### src/rtl/wbs_pkg.sv
package wbs_pkg;

  // field and register widths
  localparam int IMG_W_W    = 11;
  localparam int LEVEL_W    = 8;
  localparam int VEL_W      = 15;
  localparam int OUT_W      = 16;
  localparam int COUNT_W    = 21;
  localparam int SUM_W      = 31;
  localparam int CFG_IDX_W  = 3;
  localparam int CFG_DATA_W = 15;

  // accumulator saturation limits
  localparam logic [COUNT_W-1:0] COUNT_MAX = {COUNT_W{1'b1}};
  localparam logic [SUM_W-1:0]   SUM_MAX   = {SUM_W{1'b1}};

  // image size limits
  localparam int MAX_WIDTH_DEF = 1024;
  localparam int MAX_HEIGHT    = 1024;

  // register reset values
  localparam logic [IMG_W_W-1:0] WIDTH_RST  = 11'd640;
  localparam logic [IMG_W_W-1:0] HEIGHT_RST = 11'd480;
  localparam logic [LEVEL_W-1:0] LEVEL_RST  = 8'd255;
  localparam logic [VEL_W-1:0]   LIN_RST    = 15'd2048;
  localparam logic [VEL_W-1:0]   ANG_RST    = 15'd4096;

  // register indexes
  localparam logic [CFG_IDX_W-1:0] REG_WIDTH   = 3'd0;
  localparam logic [CFG_IDX_W-1:0] REG_HEIGHT  = 3'd1;
  localparam logic [CFG_IDX_W-1:0] REG_LEVEL   = 3'd2;
  localparam logic [CFG_IDX_W-1:0] REG_MAX_LIN = 3'd3;
  localparam logic [CFG_IDX_W-1:0] REG_MAX_ANG = 3'd4;

  // shared unit sizing
  localparam int ALU_W  = 50;
  localparam int MULB_W = 15;
  localparam int QUO_W  = 18;
  localparam int ITER_W = 5;
  localparam int DEN_W  = IMG_W_W + COUNT_W;
  localparam int AREA_W = 2 * IMG_W_W;

  // output saturation magnitudes
  localparam logic [QUO_W-1:0] POS_LIMIT = 18'd32767;
  localparam logic [QUO_W-1:0] NEG_LIMIT = 18'd32768;

  typedef struct packed {
    logic [LEVEL_W-1:0] red;
    logic [LEVEL_W-1:0] green;
    logic [LEVEL_W-1:0] blue;
    logic               frame_end;
  } pixel_t;

  typedef struct packed {
    logic signed [OUT_W-1:0] linear_speed;
    logic signed [OUT_W-1:0] angular_rate;
    logic                    target_seen;
  } result_t;

  typedef enum logic [2:0] {
    ALU_IDLE,
    ALU_MUL_LOAD,
    ALU_MUL_STEP,
    ALU_SUB,
    ALU_DIV_LOAD,
    ALU_DIV_STEP
  } alu_op_t;

  typedef struct packed {
    alu_op_t           op;
    logic [ALU_W-1:0]  x;
    logic [ALU_W-1:0]  y;
    logic [MULB_W-1:0] mulb;
  } alu_cmd_t;

  typedef struct packed {
    logic [ALU_W-1:0] acc;
    logic [QUO_W-1:0] quo;
    logic             neg;
  } alu_stat_t;

  // zero reads as one, anything past the limit reads as the limit
  function automatic logic [IMG_W_W-1:0] clamp_dim(logic [IMG_W_W-1:0] v, int hi);
    logic [IMG_W_W-1:0] r;
    if (v == '0) begin
      r = IMG_W_W'(1);
    end else if (int'(v) > hi) begin
      r = IMG_W_W'(hi);
    end else begin
      r = v;
    end
    return r;
  endfunction

endpackage

### src/rtl/wbs_accum.sv
module wbs_accum #(
  parameter int MAX_WIDTH = wbs_pkg::MAX_WIDTH_DEF
) (
  input  logic                              clk,
  input  logic                              rst_n,
  input  logic                              accept,
  input  wbs_pkg::pixel_t                   pixel,
  input  logic [wbs_pkg::LEVEL_W-1:0]       white_level,
  input  logic [wbs_pkg::IMG_W_W-1:0]       width,
  output logic [wbs_pkg::COUNT_W-1:0]       tot_count,
  output logic [wbs_pkg::SUM_W-1:0]         tot_sum
);

  localparam int CW_FULL = (MAX_WIDTH > 1) ? $clog2(MAX_WIDTH) : 1;
  localparam int CW      = (CW_FULL > wbs_pkg::IMG_W_W) ? wbs_pkg::IMG_W_W : CW_FULL;

  logic [CW-1:0]               col_r, col_nxt;
  logic [wbs_pkg::COUNT_W-1:0] count_r, count_nxt, count_add;
  logic [wbs_pkg::SUM_W-1:0]   sum_r, sum_nxt, sum_add;
  logic [wbs_pkg::COUNT_W-1:0] tot_count_r;
  logic [wbs_pkg::SUM_W-1:0]   tot_sum_r;
  logic [wbs_pkg::IMG_W_W:0]   col_inc;
  logic [wbs_pkg::SUM_W:0]     sum_wide;
  logic                        white;

  // white test and saturating accumulation
  always_comb begin
    white = (pixel.red == white_level) && (pixel.green == white_level) &&
            (pixel.blue == white_level);
    sum_wide = {1'b0, sum_r} + (wbs_pkg::SUM_W+1)'(col_r);
    count_add = count_r;
    sum_add   = sum_r;
    if (white) begin
      if (count_r != wbs_pkg::COUNT_MAX) begin
        count_add = count_r + 1'b1;
      end
      sum_add = sum_wide[wbs_pkg::SUM_W] ? wbs_pkg::SUM_MAX : sum_wide[wbs_pkg::SUM_W-1:0];
    end
  end

  // column counter wraps at the row width
  always_comb begin
    col_inc = (wbs_pkg::IMG_W_W+1)'(col_r) + 1'b1;
    if (col_inc >= {1'b0, width}) begin
      col_nxt = '0;
    end else begin
      col_nxt = col_inc[CW-1:0];
    end
    count_nxt = count_add;
    sum_nxt   = sum_add;
    if (pixel.frame_end) begin
      col_nxt   = '0;
      count_nxt = '0;
      sum_nxt   = '0;
    end
  end

  // running totals
  always_ff @(posedge clk) begin
    if (!rst_n) begin
      col_r   <= '0;
      count_r <= '0;
      sum_r   <= '0;
    end else if (accept) begin
      col_r   <= col_nxt;
      count_r <= count_nxt;
      sum_r   <= sum_nxt;
    end
  end

  // frame totals held for the sequencer
  always_ff @(posedge clk) begin
    if (accept && pixel.frame_end) begin
      tot_count_r <= count_add;
      tot_sum_r   <= sum_add;
    end
  end

  assign tot_count = tot_count_r;
  assign tot_sum   = tot_sum_r;

endmodule

### src/rtl/wbs_alu.sv
module wbs_alu (
  input  logic                clk,
  input  wbs_pkg::alu_cmd_t   cmd,
  output wbs_pkg::alu_stat_t  stat
);

  logic [wbs_pkg::ALU_W-1:0]  acc_r, acc_nxt;
  logic [wbs_pkg::ALU_W-1:0]  opa_r, opa_nxt;
  logic [wbs_pkg::MULB_W-1:0] mulb_r, mulb_nxt;
  logic [wbs_pkg::QUO_W-1:0]  quo_r, quo_nxt;
  logic                       neg_r, neg_nxt;
  logic [wbs_pkg::ALU_W-1:0]  ax, ay, res;
  logic                       sub, carry;

  // the one shared adder/subtractor
  always_comb begin
    ax  = cmd.x;
    ay  = cmd.y;
    sub = 1'b0;
    case (cmd.op)
      wbs_pkg::ALU_MUL_STEP: begin
        ax = acc_r;
        ay = opa_r;
      end
      wbs_pkg::ALU_DIV_STEP: begin
        ax  = acc_r;
        ay  = opa_r;
        sub = 1'b1;
      end
      wbs_pkg::ALU_SUB: begin
        sub = 1'b1;
      end
      default: begin
      end
    endcase
    {carry, res} = {1'b0, ax} + {1'b0, (sub ? ~ay : ay)} + (wbs_pkg::ALU_W+1)'(sub);
  end

  // shift-add multiply, restoring divide and plain subtract
  always_comb begin
    acc_nxt  = acc_r;
    opa_nxt  = opa_r;
    mulb_nxt = mulb_r;
    quo_nxt  = quo_r;
    neg_nxt  = neg_r;
    case (cmd.op)
      wbs_pkg::ALU_MUL_LOAD: begin
        acc_nxt  = cmd.x;
        opa_nxt  = cmd.y;
        mulb_nxt = cmd.mulb;
      end
      wbs_pkg::ALU_MUL_STEP: begin
        if (mulb_r[0]) begin
          acc_nxt = res;
        end
        opa_nxt  = opa_r << 1;
        mulb_nxt = mulb_r >> 1;
      end
      wbs_pkg::ALU_SUB: begin
        acc_nxt = res;
        neg_nxt = ~carry;
      end
      wbs_pkg::ALU_DIV_LOAD: begin
        opa_nxt = cmd.y;
        quo_nxt = '0;
      end
      wbs_pkg::ALU_DIV_STEP: begin
        if (carry) begin
          acc_nxt = res;
        end
        quo_nxt = {quo_r[wbs_pkg::QUO_W-2:0], carry};
        opa_nxt = opa_r >> 1;
      end
      default: begin
      end
    endcase
  end

  always_ff @(posedge clk) begin
    acc_r  <= acc_nxt;
    opa_r  <= opa_nxt;
    mulb_r <= mulb_nxt;
    quo_r  <= quo_nxt;
    neg_r  <= neg_nxt;
  end

  assign stat.acc = acc_r;
  assign stat.quo = quo_r;
  assign stat.neg = neg_r;

endmodule

### src/rtl/wbs_seq.sv
module wbs_seq (
  input  logic                          clk,
  input  logic                          rst_n,
  input  logic                          in_valid,
  input  logic                          in_frame_end,
  output logic                          in_ready,
  output logic                          out_valid,
  input  logic                          out_ready,
  output wbs_pkg::result_t              out_data,
  input  logic [wbs_pkg::IMG_W_W-1:0]   width,
  input  logic [wbs_pkg::IMG_W_W-1:0]   height,
  input  logic [wbs_pkg::VEL_W-1:0]     max_linear,
  input  logic [wbs_pkg::VEL_W-1:0]     max_angular,
  input  logic [wbs_pkg::COUNT_W-1:0]   tot_count,
  input  logic [wbs_pkg::SUM_W-1:0]     tot_sum,
  output wbs_pkg::alu_cmd_t             cmd,
  input  wbs_pkg::alu_stat_t            stat
);

  typedef enum logic [11:0] {
    S_IDLE    = 12'b000000000001,
    S_START   = 12'b000000000010,
    S_WC      = 12'b000000000100,
    S_AREA_LD = 12'b000000001000,
    S_AREA    = 12'b000000010000,
    S_DIF     = 12'b000000100000,
    S_NEG     = 12'b000001000000,
    S_MUL_LD  = 12'b000010000000,
    S_MUL     = 12'b000100000000,
    S_DIV_LD  = 12'b001000000000,
    S_DIV     = 12'b010000000000,
    S_RES     = 12'b100000000000
  } state_t;

  state_t                         state_r, state_nxt;
  logic [wbs_pkg::ITER_W-1:0]     iter_r, iter_nxt;
  logic                           pass_r, pass_nxt;
  logic                           sign_r, sign_nxt;
  logic                           moving_r, moving_nxt;
  logic [wbs_pkg::DEN_W-1:0]      wc_r, wc_nxt;
  logic [wbs_pkg::AREA_W-1:0]     area_r, area_nxt;
  logic [wbs_pkg::OUT_W-1:0]      ang_r, ang_nxt;
  logic                           out_valid_r, out_valid_nxt;
  wbs_pkg::result_t               out_data_r, out_data_nxt;
  logic [wbs_pkg::DEN_W-1:0]      den;
  logic [wbs_pkg::VEL_W-1:0]      vmax;
  logic [wbs_pkg::QUO_W-1:0]      qs;
  logic [wbs_pkg::OUT_W-1:0]      val;
  logic                           accept;

  assign in_ready = (state_r == S_IDLE) && (!out_valid_r || !in_frame_end);
  assign accept   = in_valid && in_ready;

  // angular pass divides by w*count, linear pass by w*h
  assign den  = pass_r ? wbs_pkg::DEN_W'(area_r) : wc_r;
  assign vmax = pass_r ? max_linear : max_angular;

  // rounded quotient to signed, saturated velocity
  always_comb begin
    qs = stat.quo;
    if (sign_r) begin
      if (qs > wbs_pkg::NEG_LIMIT) begin
        qs = wbs_pkg::NEG_LIMIT;
      end
      val = wbs_pkg::OUT_W'(wbs_pkg::QUO_W'(0) - qs);
    end else begin
      if (qs > wbs_pkg::POS_LIMIT) begin
        qs = wbs_pkg::POS_LIMIT;
      end
      val = qs[wbs_pkg::OUT_W-1:0];
    end
  end

  // sequencer
  always_comb begin
    state_nxt     = state_r;
    iter_nxt      = iter_r;
    pass_nxt      = pass_r;
    sign_nxt      = sign_r;
    moving_nxt    = moving_r;
    wc_nxt        = wc_r;
    area_nxt      = area_r;
    ang_nxt       = ang_r;
    out_valid_nxt = out_valid_r && !out_ready;
    out_data_nxt  = out_data_r;
    cmd.op        = wbs_pkg::ALU_IDLE;
    cmd.x         = '0;
    cmd.y         = '0;
    cmd.mulb      = '0;
    case (state_r)
      S_IDLE: begin
        if (accept && in_frame_end) begin
          state_nxt = S_START;
        end
      end
      S_START: begin
        if (tot_count == '0) begin
          // no target this frame: stop once if the robot was driving
          if (moving_r) begin
            out_valid_nxt = 1'b1;
            out_data_nxt  = '0;
            moving_nxt    = 1'b0;
          end
          state_nxt = S_IDLE;
        end else begin
          moving_nxt = 1'b1;
          pass_nxt   = 1'b0;
          cmd.op     = wbs_pkg::ALU_MUL_LOAD;
          cmd.y      = wbs_pkg::ALU_W'(tot_count);
          cmd.mulb   = wbs_pkg::MULB_W'(width);
          iter_nxt   = wbs_pkg::ITER_W'(wbs_pkg::IMG_W_W - 1);
          state_nxt  = S_WC;
        end
      end
      S_WC, S_AREA, S_MUL: begin
        cmd.op   = wbs_pkg::ALU_MUL_STEP;
        iter_nxt = iter_r - 1'b1;
        if (iter_r == '0) begin
          case (state_r)
            S_WC:    state_nxt = S_AREA_LD;
            S_AREA:  state_nxt = S_DIF;
            default: state_nxt = S_DIV_LD;
          endcase
        end
      end
      S_AREA_LD: begin
        wc_nxt    = stat.acc[wbs_pkg::DEN_W-1:0];
        cmd.op    = wbs_pkg::ALU_MUL_LOAD;
        cmd.y     = wbs_pkg::ALU_W'(height);
        cmd.mulb  = wbs_pkg::MULB_W'(width);
        iter_nxt  = wbs_pkg::ITER_W'(wbs_pkg::IMG_W_W - 1);
        state_nxt = S_AREA;
      end
      S_DIF: begin
        cmd.op = wbs_pkg::ALU_SUB;
        if (pass_r) begin
          cmd.x = wbs_pkg::ALU_W'(area_r);
          cmd.y = wbs_pkg::ALU_W'({tot_count, 1'b0});
        end else begin
          area_nxt = stat.acc[wbs_pkg::AREA_W-1:0];
          cmd.x    = wbs_pkg::ALU_W'(wc_r);
          cmd.y    = wbs_pkg::ALU_W'({tot_sum, 1'b0});
        end
        state_nxt = S_NEG;
      end
      S_NEG: begin
        // keep the sign, go on with the magnitude
        sign_nxt = stat.neg;
        if (stat.neg) begin
          cmd.op = wbs_pkg::ALU_SUB;
          cmd.y  = stat.acc;
        end
        state_nxt = S_MUL_LD;
      end
      S_MUL_LD: begin
        cmd.op    = wbs_pkg::ALU_MUL_LOAD;
        cmd.x     = wbs_pkg::ALU_W'(den >> 1);
        cmd.y     = stat.acc;
        cmd.mulb  = vmax;
        iter_nxt  = wbs_pkg::ITER_W'(wbs_pkg::MULB_W - 1);
        state_nxt = S_MUL;
      end
      S_DIV_LD: begin
        cmd.op    = wbs_pkg::ALU_DIV_LOAD;
        cmd.y     = wbs_pkg::ALU_W'(den) << (wbs_pkg::QUO_W - 1);
        iter_nxt  = wbs_pkg::ITER_W'(wbs_pkg::QUO_W - 1);
        state_nxt = S_DIV;
      end
      S_DIV: begin
        cmd.op   = wbs_pkg::ALU_DIV_STEP;
        iter_nxt = iter_r - 1'b1;
        if (iter_r == '0) begin
          state_nxt = S_RES;
        end
      end
      S_RES: begin
        if (pass_r) begin
          out_valid_nxt             = 1'b1;
          out_data_nxt.linear_speed = val;
          out_data_nxt.angular_rate = ang_r;
          out_data_nxt.target_seen  = 1'b1;
          state_nxt                 = S_IDLE;
        end else begin
          ang_nxt   = val;
          pass_nxt  = 1'b1;
          state_nxt = S_DIF;
        end
      end
      default: begin
        state_nxt = S_IDLE;
      end
    endcase
  end

  // control state
  always_ff @(posedge clk) begin
    if (!rst_n) begin
      state_r     <= S_IDLE;
      moving_r    <= 1'b0;
      out_valid_r <= 1'b0;
    end else begin
      state_r     <= state_nxt;
      moving_r    <= moving_nxt;
      out_valid_r <= out_valid_nxt;
    end
  end

  // working values and result register
  always_ff @(posedge clk) begin
    iter_r     <= iter_nxt;
    pass_r     <= pass_nxt;
    sign_r     <= sign_nxt;
    wc_r       <= wc_nxt;
    area_r     <= area_nxt;
    ang_r      <= ang_nxt;
    out_data_r <= out_data_nxt;
  end

  assign out_valid = out_valid_r;
  assign out_data  = out_data_r;

endmodule

### src/rtl/white_blob_steering.sv
// channel   dir  handshake          payload
// in_       in   in_valid/in_ready  pixel_t: red, green, blue, frame_end
// out_      out  out_valid/out_ready result_t: linear_speed, angular_rate, target_seen
// cfg_      in   cfg_we             cfg_index, cfg_wdata (write only)
//
// an ordinary pixel is taken whenever the sequencer is idle, so pixels stream at one per clock while it is idle
// a frame-end pixel holds in_ready low while the sequencer works when white pixels were seen
// (shared 50-bit adder: 11 + 11 multiply bits, then per velocity 15 multiply bits and
// 18 quotient bits, plus load steps), and only through the start state when none were seen
// a frame-end pixel waits while an earlier command is still not taken
// synchronous active-low reset clears counters, sequencer and output valid

module white_blob_steering #(
  parameter int MAX_WIDTH = wbs_pkg::MAX_WIDTH_DEF
) (
  input  logic                             clk,
  input  logic                             rst_n,
  input  logic                             in_valid,
  output logic                             in_ready,
  input  wbs_pkg::pixel_t                  in_data,
  output logic                             out_valid,
  input  logic                             out_ready,
  output wbs_pkg::result_t                 out_data,
  input  logic                             cfg_we,
  input  logic [wbs_pkg::CFG_IDX_W-1:0]    cfg_index,
  input  logic [wbs_pkg::CFG_DATA_W-1:0]   cfg_wdata
);

  logic [wbs_pkg::IMG_W_W-1:0] width_r, height_r, width_eff, height_eff;
  logic [wbs_pkg::LEVEL_W-1:0] level_r;
  logic [wbs_pkg::VEL_W-1:0]   max_lin_r, max_ang_r;
  logic [wbs_pkg::COUNT_W-1:0] tot_count;
  logic [wbs_pkg::SUM_W-1:0]   tot_sum;
  wbs_pkg::alu_cmd_t           cmd;
  wbs_pkg::alu_stat_t          stat;
  logic                        in_accept;

  // configuration registers
  always_ff @(posedge clk) begin
    if (!rst_n) begin
      width_r   <= wbs_pkg::WIDTH_RST;
      height_r  <= wbs_pkg::HEIGHT_RST;
      level_r   <= wbs_pkg::LEVEL_RST;
      max_lin_r <= wbs_pkg::LIN_RST;
      max_ang_r <= wbs_pkg::ANG_RST;
    end else if (cfg_we) begin
      case (cfg_index)
        wbs_pkg::REG_WIDTH:   width_r   <= cfg_wdata[wbs_pkg::IMG_W_W-1:0];
        wbs_pkg::REG_HEIGHT:  height_r  <= cfg_wdata[wbs_pkg::IMG_W_W-1:0];
        wbs_pkg::REG_LEVEL:   level_r   <= cfg_wdata[wbs_pkg::LEVEL_W-1:0];
        wbs_pkg::REG_MAX_LIN: max_lin_r <= cfg_wdata[wbs_pkg::VEL_W-1:0];
        wbs_pkg::REG_MAX_ANG: max_ang_r <= cfg_wdata[wbs_pkg::VEL_W-1:0];
        default: begin
        end
      endcase
    end
  end

  // image size as used, limited to the supported range
  assign width_eff  = wbs_pkg::clamp_dim(width_r, MAX_WIDTH);
  assign height_eff = wbs_pkg::clamp_dim(height_r, wbs_pkg::MAX_HEIGHT);
  assign in_accept  = in_valid && in_ready;

  wbs_accum #(
    .MAX_WIDTH (MAX_WIDTH)
  ) u_accum (
    .clk         (clk),
    .rst_n       (rst_n),
    .accept      (in_accept),
    .pixel       (in_data),
    .white_level (level_r),
    .width       (width_eff),
    .tot_count   (tot_count),
    .tot_sum     (tot_sum)
  );

  wbs_alu u_alu (
    .clk  (clk),
    .cmd  (cmd),
    .stat (stat)
  );

  wbs_seq u_seq (
    .clk          (clk),
    .rst_n        (rst_n),
    .in_valid     (in_valid),
    .in_frame_end (in_data.frame_end),
    .in_ready     (in_ready),
    .out_valid    (out_valid),
    .out_ready    (out_ready),
    .out_data     (out_data),
    .width        (width_eff),
    .height       (height_eff),
    .max_linear   (max_lin_r),
    .max_angular  (max_ang_r),
    .tot_count    (tot_count),
    .tot_sum      (tot_sum),
    .cmd          (cmd),
    .stat         (stat)
  );

endmodule

### config.mk
export PLATFORM = sky130hd
export DESIGN_NAME = white_blob_steering
export DESIGN_NICKNAME = d
export VERILOG_FILES = /design/src/rtl/wbs_pkg.sv /design/src/rtl/wbs_accum.sv /design/src/rtl/wbs_alu.sv /design/src/rtl/wbs_seq.sv /design/src/rtl/white_blob_steering.sv
export SDC_FILE = /design/constraint.sdc
export NUM_CORES = 1
export LEC_CHECK = 0
export ABC_AREA = 1
export ABC_CLOCK_PERIOD_IN_PS = 6100
export BUFFER_PORTS_ARGS = -buffer_cell sky130_fd_sc_hd__buf_4
export CAP_MARGIN = 10
export CORE_UTILIZATION = 40
export DETAILED_ROUTE_END_ITERATION = 10
export GPL_TIMING_DRIVEN = 0
export PLACE_DENSITY = 0.54
export REMOVE_ABC_BUFFERS = 1
export SYNTH_ARGS = -nofsm -noshare
export SYNTH_HDL_FRONTEND = slang
export SYNTH_SLANG_ARGS = --single-unit
### constraint.sdc
create_clock -name clk -period 6.1 [get_ports clk]
set_input_delay 0.305 -clock clk [delete_from_list [all_inputs] [get_ports clk]]
set_output_delay 0.305 -clock clk [all_outputs]
set_load 0.03 [all_outputs]
-- Word-level counts from Yosys, hierarchy flattened
Index checks and enable logic that the tools add are counted.
- register bits: 432
- output and inout port bits: 35
- logic and storage cells: 172
- add/sub/neg operators: 7
- $lt $le $gt $ge: 5
- equal/unequal tests: 34
- muxes and demuxes: 57
- bitwise operators: 3
- reduce and logical (&&, ||, !) cells: 39
- operator list (cell ; count):
    $mux 50 ; 6
    $pmux 50 s6 ; 1
    $pmux 50 s4 ; 1
    $pmux 50 s3 ; 1
    $pmux 12 s10 ; 1
    $mux 33 ; 3
    $mux 31 ; 3
    $mux 82 ; 1
    $pmux 33 s2 ; 1
    $mux 16 ; 4
    $pmux 32 s2 ; 1
    $mux 21 ; 3
    $add 50x50->51 ; 1
    $add 51x1->51 ; 1
    $not 50->50 ; 1
    $pmux 15 s3 ; 1
    $mux 11 ; 4
    $mux 12 ; 3
    $mux 36 ; 1
    $pmux 18 s2 ; 1
    $add 31x10->32 ; 1
    $mux 32 ; 1
    $pmux 15 s2 ; 1
    $pmux 5 s5 ; 1
    other kinds (55) ; 102

-- Longest topological paths before layout
- depth after elaboration: 12
- gate-level depth with buffers: 30
- mapped depth without buffers: 30

-- Hierarchy
A second synthesis with hierarchy kept.
- cell total of the unflattened synthesis: 3853
- area total of the unflattened synthesis: 28192.0 µm²
- modules (own cells, without submodules) (module ; times used ; cells an instance ; area an instance (µm²) ; sequential area each (µm²)):
    wbs_alu ; 1 ; 1578 ; 11058.1 ; 4023.9
    wbs_accum ; 1 ; 1035 ; 7350.8 ; 2802.7
    wbs_seq ; 1 ; 903 ; 7300.8 ; 3583.4
    white_blob_steering ; 1 ; 337 ; 2482.4 ; 1201.2

-- Worst setup path after synthesis
Ideal clock, no wire load.
- path kind: flip-flop to flip-flop
- start point: reg u_seq.state_r[8]
- end point: reg u_alu.acc_r[0] (netlist bit) (enable)
- data arrival time: 4.646 ns
- setup slack: 1.049 ns
- cell stages (with the launch flop): 30
- path buffers: 0
- period minus slack after synthesis: 5.051 ns
- cells stage by stage: dfxtp_1 nor2_4 nand2_4 nor2_1 nand2_1 inv_2 nand2_1 inv_1 nand2_1 inv_1 nand2_1 nand4_1 a21oi_1 xor2_1 inv_1 ha_1 a21oi_1 o21ai_1 nand2_1 nand3_1 a21oi_1 o21ai_1 a31oi_1 o21ai_1 nand2_1 nand2_1 nand2_1 nand3_1 nand2_1 inv_1
- cells in the longest elaborated chain, start to end: 12
- elaborated cells between the ends (all ways): 32
- ends and longest elaborated chain (what ; line ; source):
    start: declaration ; wbs_seq.sv:35 ; state_t state_r, state_nxt;
    start signal: assignment ; wbs_seq.sv:202 ; state_r <= state_nxt;
    $eq 12x3->1 (tied with other cells) ; wbs_seq.sv:90 ; case (state_r)
    $reduce_or 3->1 / $reduce_or 2->1 (equally long branches) ; - ;
    $pmux 3 s7 ; wbs_seq.sv:90 ;
    $eq 3x2->1 / $eq 3x3->1 (equally long branches) ; wbs_alu.sv:20, wbs_alu.sv:46 ;
    $reduce_or 2->1 (no source line) ; - ;
    $mux 50 ; wbs_alu.sv:20 ; case (cmd.op)
    $not 50->50 ; wbs_alu.sv:36 ; {carry, res} = {1'b0, ax} + {1'b0, (sub ? ~ay : ay)} + (wbs_pkg::ALU_W+1)'(sub);
    $mux 50 ; wbs_alu.sv:36 ;
    $add 50x50->51 ; wbs_alu.sv:36 ;
    $add 51x1->51 ; wbs_alu.sv:36 ;
    $ne 2x1->1 (no source line) ; - ;
    $reduce_and 3->1 (no source line) * ; - ;
    end signal: assignment ; wbs_alu.sv:80 ; acc_r <= acc_nxt;
    end: declaration ; wbs_alu.sv:7 ; logic [wbs_pkg::ALU_W-1:0] acc_r, acc_nxt;
Every way passes the cells marked *; elsewhere a longest branch is shown, timed or not.
A chain may end at the register's enable or synchronous reset.

-- Worst setup path in the final report
- start point: reg u_seq.state_r[2]
- end point: reg u_alu.acc_r[10] (netlist bit) (enable)
The elaborated chain is that of the path after synthesis.

==> summary.md <==
| Metric | Value |
|---|---|
| Status | finished, final reports clean |
| Pin count of the biggest net entering global routing | 68 |
| R2r setup slk | between 0.4 and 0.5 ns |
| Crit path required time | 6.38 ns |
| Final worst path period share | just over 90% |
| Sequential Area | 11610 um2 |
| CTS root buffer | clkbuf_16 |
| Yosys top cell area share | a little over a third |
| WS Path Type | reg -> reg |
| Layout cells sized above 1 | under 10% |
| Core area | roughly 63000 um2 |
| First-pass detailed-route iteration total | 5 |
| Register area share after synthesis | between 40% and 50% |
| Die width | between 200 and 300 um |
| Clock Path Buffers | 3 |
| Placer Congestion | 0.9421 |
| Final Hold Viols | 0 |
| Hpwl dp | between 50 and 60 mm |
| Area occupied by multi-input gates | about 12000 um2 |
| Routed WL | about 80 mm |
| Post-synth ARST share | 0% |
| Clock Skews | between 0.02 and 0.025 ns |
| Final instance area | ~29000 um2 |
| Initial DRC Count | approximately 1700 |
| Critical path's slowest cell | dfxtp_1 |
| Wire length per cell | 19.04 um |
| F_max | 0.1763 GHz |
| Synth cell types | 65 |
| IO buf count | 82 |
| CTS tree | built |
| Io pins | 83 |
| Mapped Cells | between 3000 and 4000 |
| Minimum clock period | around 5.7 ns |
| DP Worst Slack | -2.067 ns |
| Netlist Area Pre-Place | around 26000 um2 |
| GR Overflow Total | 0 |
| Crit path largest cell delay | 0.37 ns |
| Synth area leader | edfxtp_1 |
| Placement Cell Area | about 27000 um2 |
| Worst skew pair latency | roughly 0.61 ns |
| Filler cells | 6261 |
| Layout Utilization | between 40% and 50% |
| # DRC | 0 |
| Fin worst setup slack | between 0.4 and 0.5 ns |
| CTS sink cnt | 432 |
| Setup crit end kind | flip-flop |
| Die Height | ~260 um |
| Cell mode on critical path | nand2_1 |
| CTS buffer count | 52 |
| Nets | about 3500 |
| MaxCap Viol Count | 0 |
| Setup Viol. Count Final | 0 |
| Critical Path End | u_alu.acc_r[10] |
| Reg2reg start | u_seq.state_r[2] |
| Top cells by count, synth | 827 x nand2_1, 377 x inv_1, 330 x nor2_1 |
| Crit Path Max Fanout | 39 |
| Normalized max-slew margin | approximately 17% |
| Ys flop type | edfxtp_1 |
| Layout area overhead | 14.96% |
| CP arrival | between 5 and 6 ns |
| Reg clk slew, reported paths | around 0.060 ns |
| Critical Path Source | u_seq.state_r[2] |
| #FFs+latches synth | roughly 430 |
| H-tree depth | 2 |
| Worst-margin pin slew | 1.232 ns |
| Yosys warns | 0 |
| Most common cell in the netlist | nand2_1 |
| Largest cells by area after synthesis | edfxtp_1 35%, nand2_1 12%, dfxtp_1 11%, inv_1 5.5%, a21oi_1 5.5% |
| Vias per cell | ~5.4 |
| Via count | between 20000 and 25000 |
| Ant diodes | 0 |
| LEAKAGE | approximately 12 nW |
| Vias in the first global route | between 20000 and 25000 |
| Syn avg cell area | ~7.9 um2 |
| Setup TNS | 0 ns |
| Peak supply drop | about 0.22 mV |
| Worst Hold Class | in -> reg |
| Max-slew violations | 0 |
| Worst Setup Start Kind | flip-flop |
| EDFF count, synth | 296 |
| Die ar. | 65060 um2 |
| Antenna violations before repair | 0 |
| RSZ-0062 raised after global routing | false |
| Critical R2R Capture | u_alu.acc_r[10] |
| Initial Util | 40.54% |
| FP Rows | 92 |
| Overall Global Routing Usage | between 20% and 30% |
| Antenna-violating nets left | 0 |
| Power density cells | 280.2 nW/um2 |
| Worst Reg-to-Reg Cells | 29 |
| First-pass GRT wire length | 124.3 mm |
-- registers in the layout (all words and copies together) (netlist names), 8 cells and up --
register	flops
u_alu.quo_r	18
u_accum.count_r	21
u_accum.col_r	10
max_ang_r	15
max_lin_r	15
height_r	11
u_accum.tot_sum	31
u_seq.area_r	22
u_alu.acc_r	50
u_seq.out_data	33
u_seq.state_r	12
u_seq.wc_r	32
u_alu.mulb_r	15
u_accum.sum_r	31
u_alu.opa_r	50
level_r	8
u_seq.ang_r	16
width_r	11
u_accum.tot_count	21
-- worst min path at each step --
stage,from,endpoint,slack [ns],cells past startpoint
floorplan,rst_n,max_lin_r[11],0.39,1
global placement,u_alu.acc_r[23],u_seq.wc_r[23],0.43,0
detailed placement,u_alu.acc_r[24],u_seq.wc_r[24],0.43,0
CTS,cfg_index[0],max_lin_r[11],0.1,5
global route,cfg_index[0],level_r[0],0.05,3
finish,cfg_index[0],level_r[4],0.05,4
-- cell usage in the layout, fill, tap and decap left out, types with 8 or more instances in the layout --
| cell | instances |
|---|---|
| dlygate4sd3_1 | 16 |
| o2111ai_1 | 9 |
| nand3_1 | 151 |
| xor2_1 | 81 |
| nor4_1 | 16 |
| nand3b_1 | 8 |
| buf_12 | 8 |
| a21oi_1 | 277 |
| inv_1 | 371 |
| o211ai_1 | 19 |
| nand2_2 | 21 |
| or2_2 | 9 |
| nor2_4 | 8 |
| edfxtp_1 | 296 |
| nor2_1 | 326 |
| o221ai_1 | 37 |
| xnor2_1 | 53 |
| dfxtp_1 | 136 |
| nor3_1 | 48 |
| nand4_1 | 24 |
| a2bb2oi_1 | 9 |
| clkbuf_16 | 53 |
| inv_2 | 9 |
| nand2_1 | 824 |
| a31oi_1 | 11 |
| clkbuf_1 | 16 |
| o22ai_1 | 12 |
| o21a_1 | 14 |
| ha_1 | 75 |
| o21ai_0 | 189 |
| buf_4 | 88 |
-- critical path: cells and delay by family (launching register included) --
kind / cells / cell delay [ns]
AOI/OAI and AO/OA: 8 / 1.36
DFF: 1 / 0.37
and+or+nand+nor: 14 / 2.06
xor gates and xnor gates: 1 / 0.15
adders and majority gates: 1 / 0.37
buffers and inverters: 5 / 0.94
-- cell families (layout without fill, tap and decap cells) --
kind of cell,Yosys count,in the layout,share of synthesized area (%)
fa+ha+maj,77,77,3.819
mux,6,6,0.2344
simple gates,1469,1470,24.16
flops,432,432,45.32
xor+xnor,134,134,4.581
compound gates,637,637,14.32
buf+inv,506,614,7.556
-- through the flow --
stage | cells | power (W) | hold WS, ns
6_report | 4216 | 0.008253 | 0.05314
5_1_grt | 4216 | 0.008592 | 0.04568
4_1_cts | 4211 | 0.008314 | 0.09680
3_5_place_dp | 4091 | 0.005041 | 0.4346
3_3_place_gp | 4073 | 0.004977 | 0.4310
2_1_floorplan | 3145 | 0.004474 | 0.3891
-- final cells by class --
| type | instances | share of cell area, % |
|---|---|---|
| Timing Repair inverter | 1 | 0.02549 |
| Inverter | 390 | 5.145 |
| Sequential cell | 432 | 39.42 |
| Timing Repair Buffer | 125 | 4.265 |
| Clock buffer | 73 | 4.894 |
| Multi-Input combinational cell | 2324 | 41.56 |
| Clock inverter | 25 | 1.096 |
| Tap cell | 846 | 3.594 |
-- what timing repair did --
action | 4_1_cts | 5_1_grt
setup endpoints to repair | 89 | 51
resized for setup | 21 | 14
hold buffers | 16 | 0
gates cloned | 2 | 0
endpoints found under the hold margin | 35 | 0
pin swaps | 2 | 1
buffers inserted | 4 | 2
-- report_power, final --
| group | leakage (nW) | switching, W | internal, W |
|---|---|---|---|
| clock network | 0.850 | 0.00130 | 0.00191 |
| registers | 3.76 | 0.000125 | 0.00339 |
| logic | 7.40 | 0.00107 | 0.000455 |
| total | 12.0 | 0.00250 | 0.00575 |
-- routing by layer --
layer	global-route usage, %	wire length, um
met5	0	0
met3	2.787	4202
met4	7.665	2339
met2	42.00	37920
met1	32.59	35820
(Power assumes the default switching activity.)
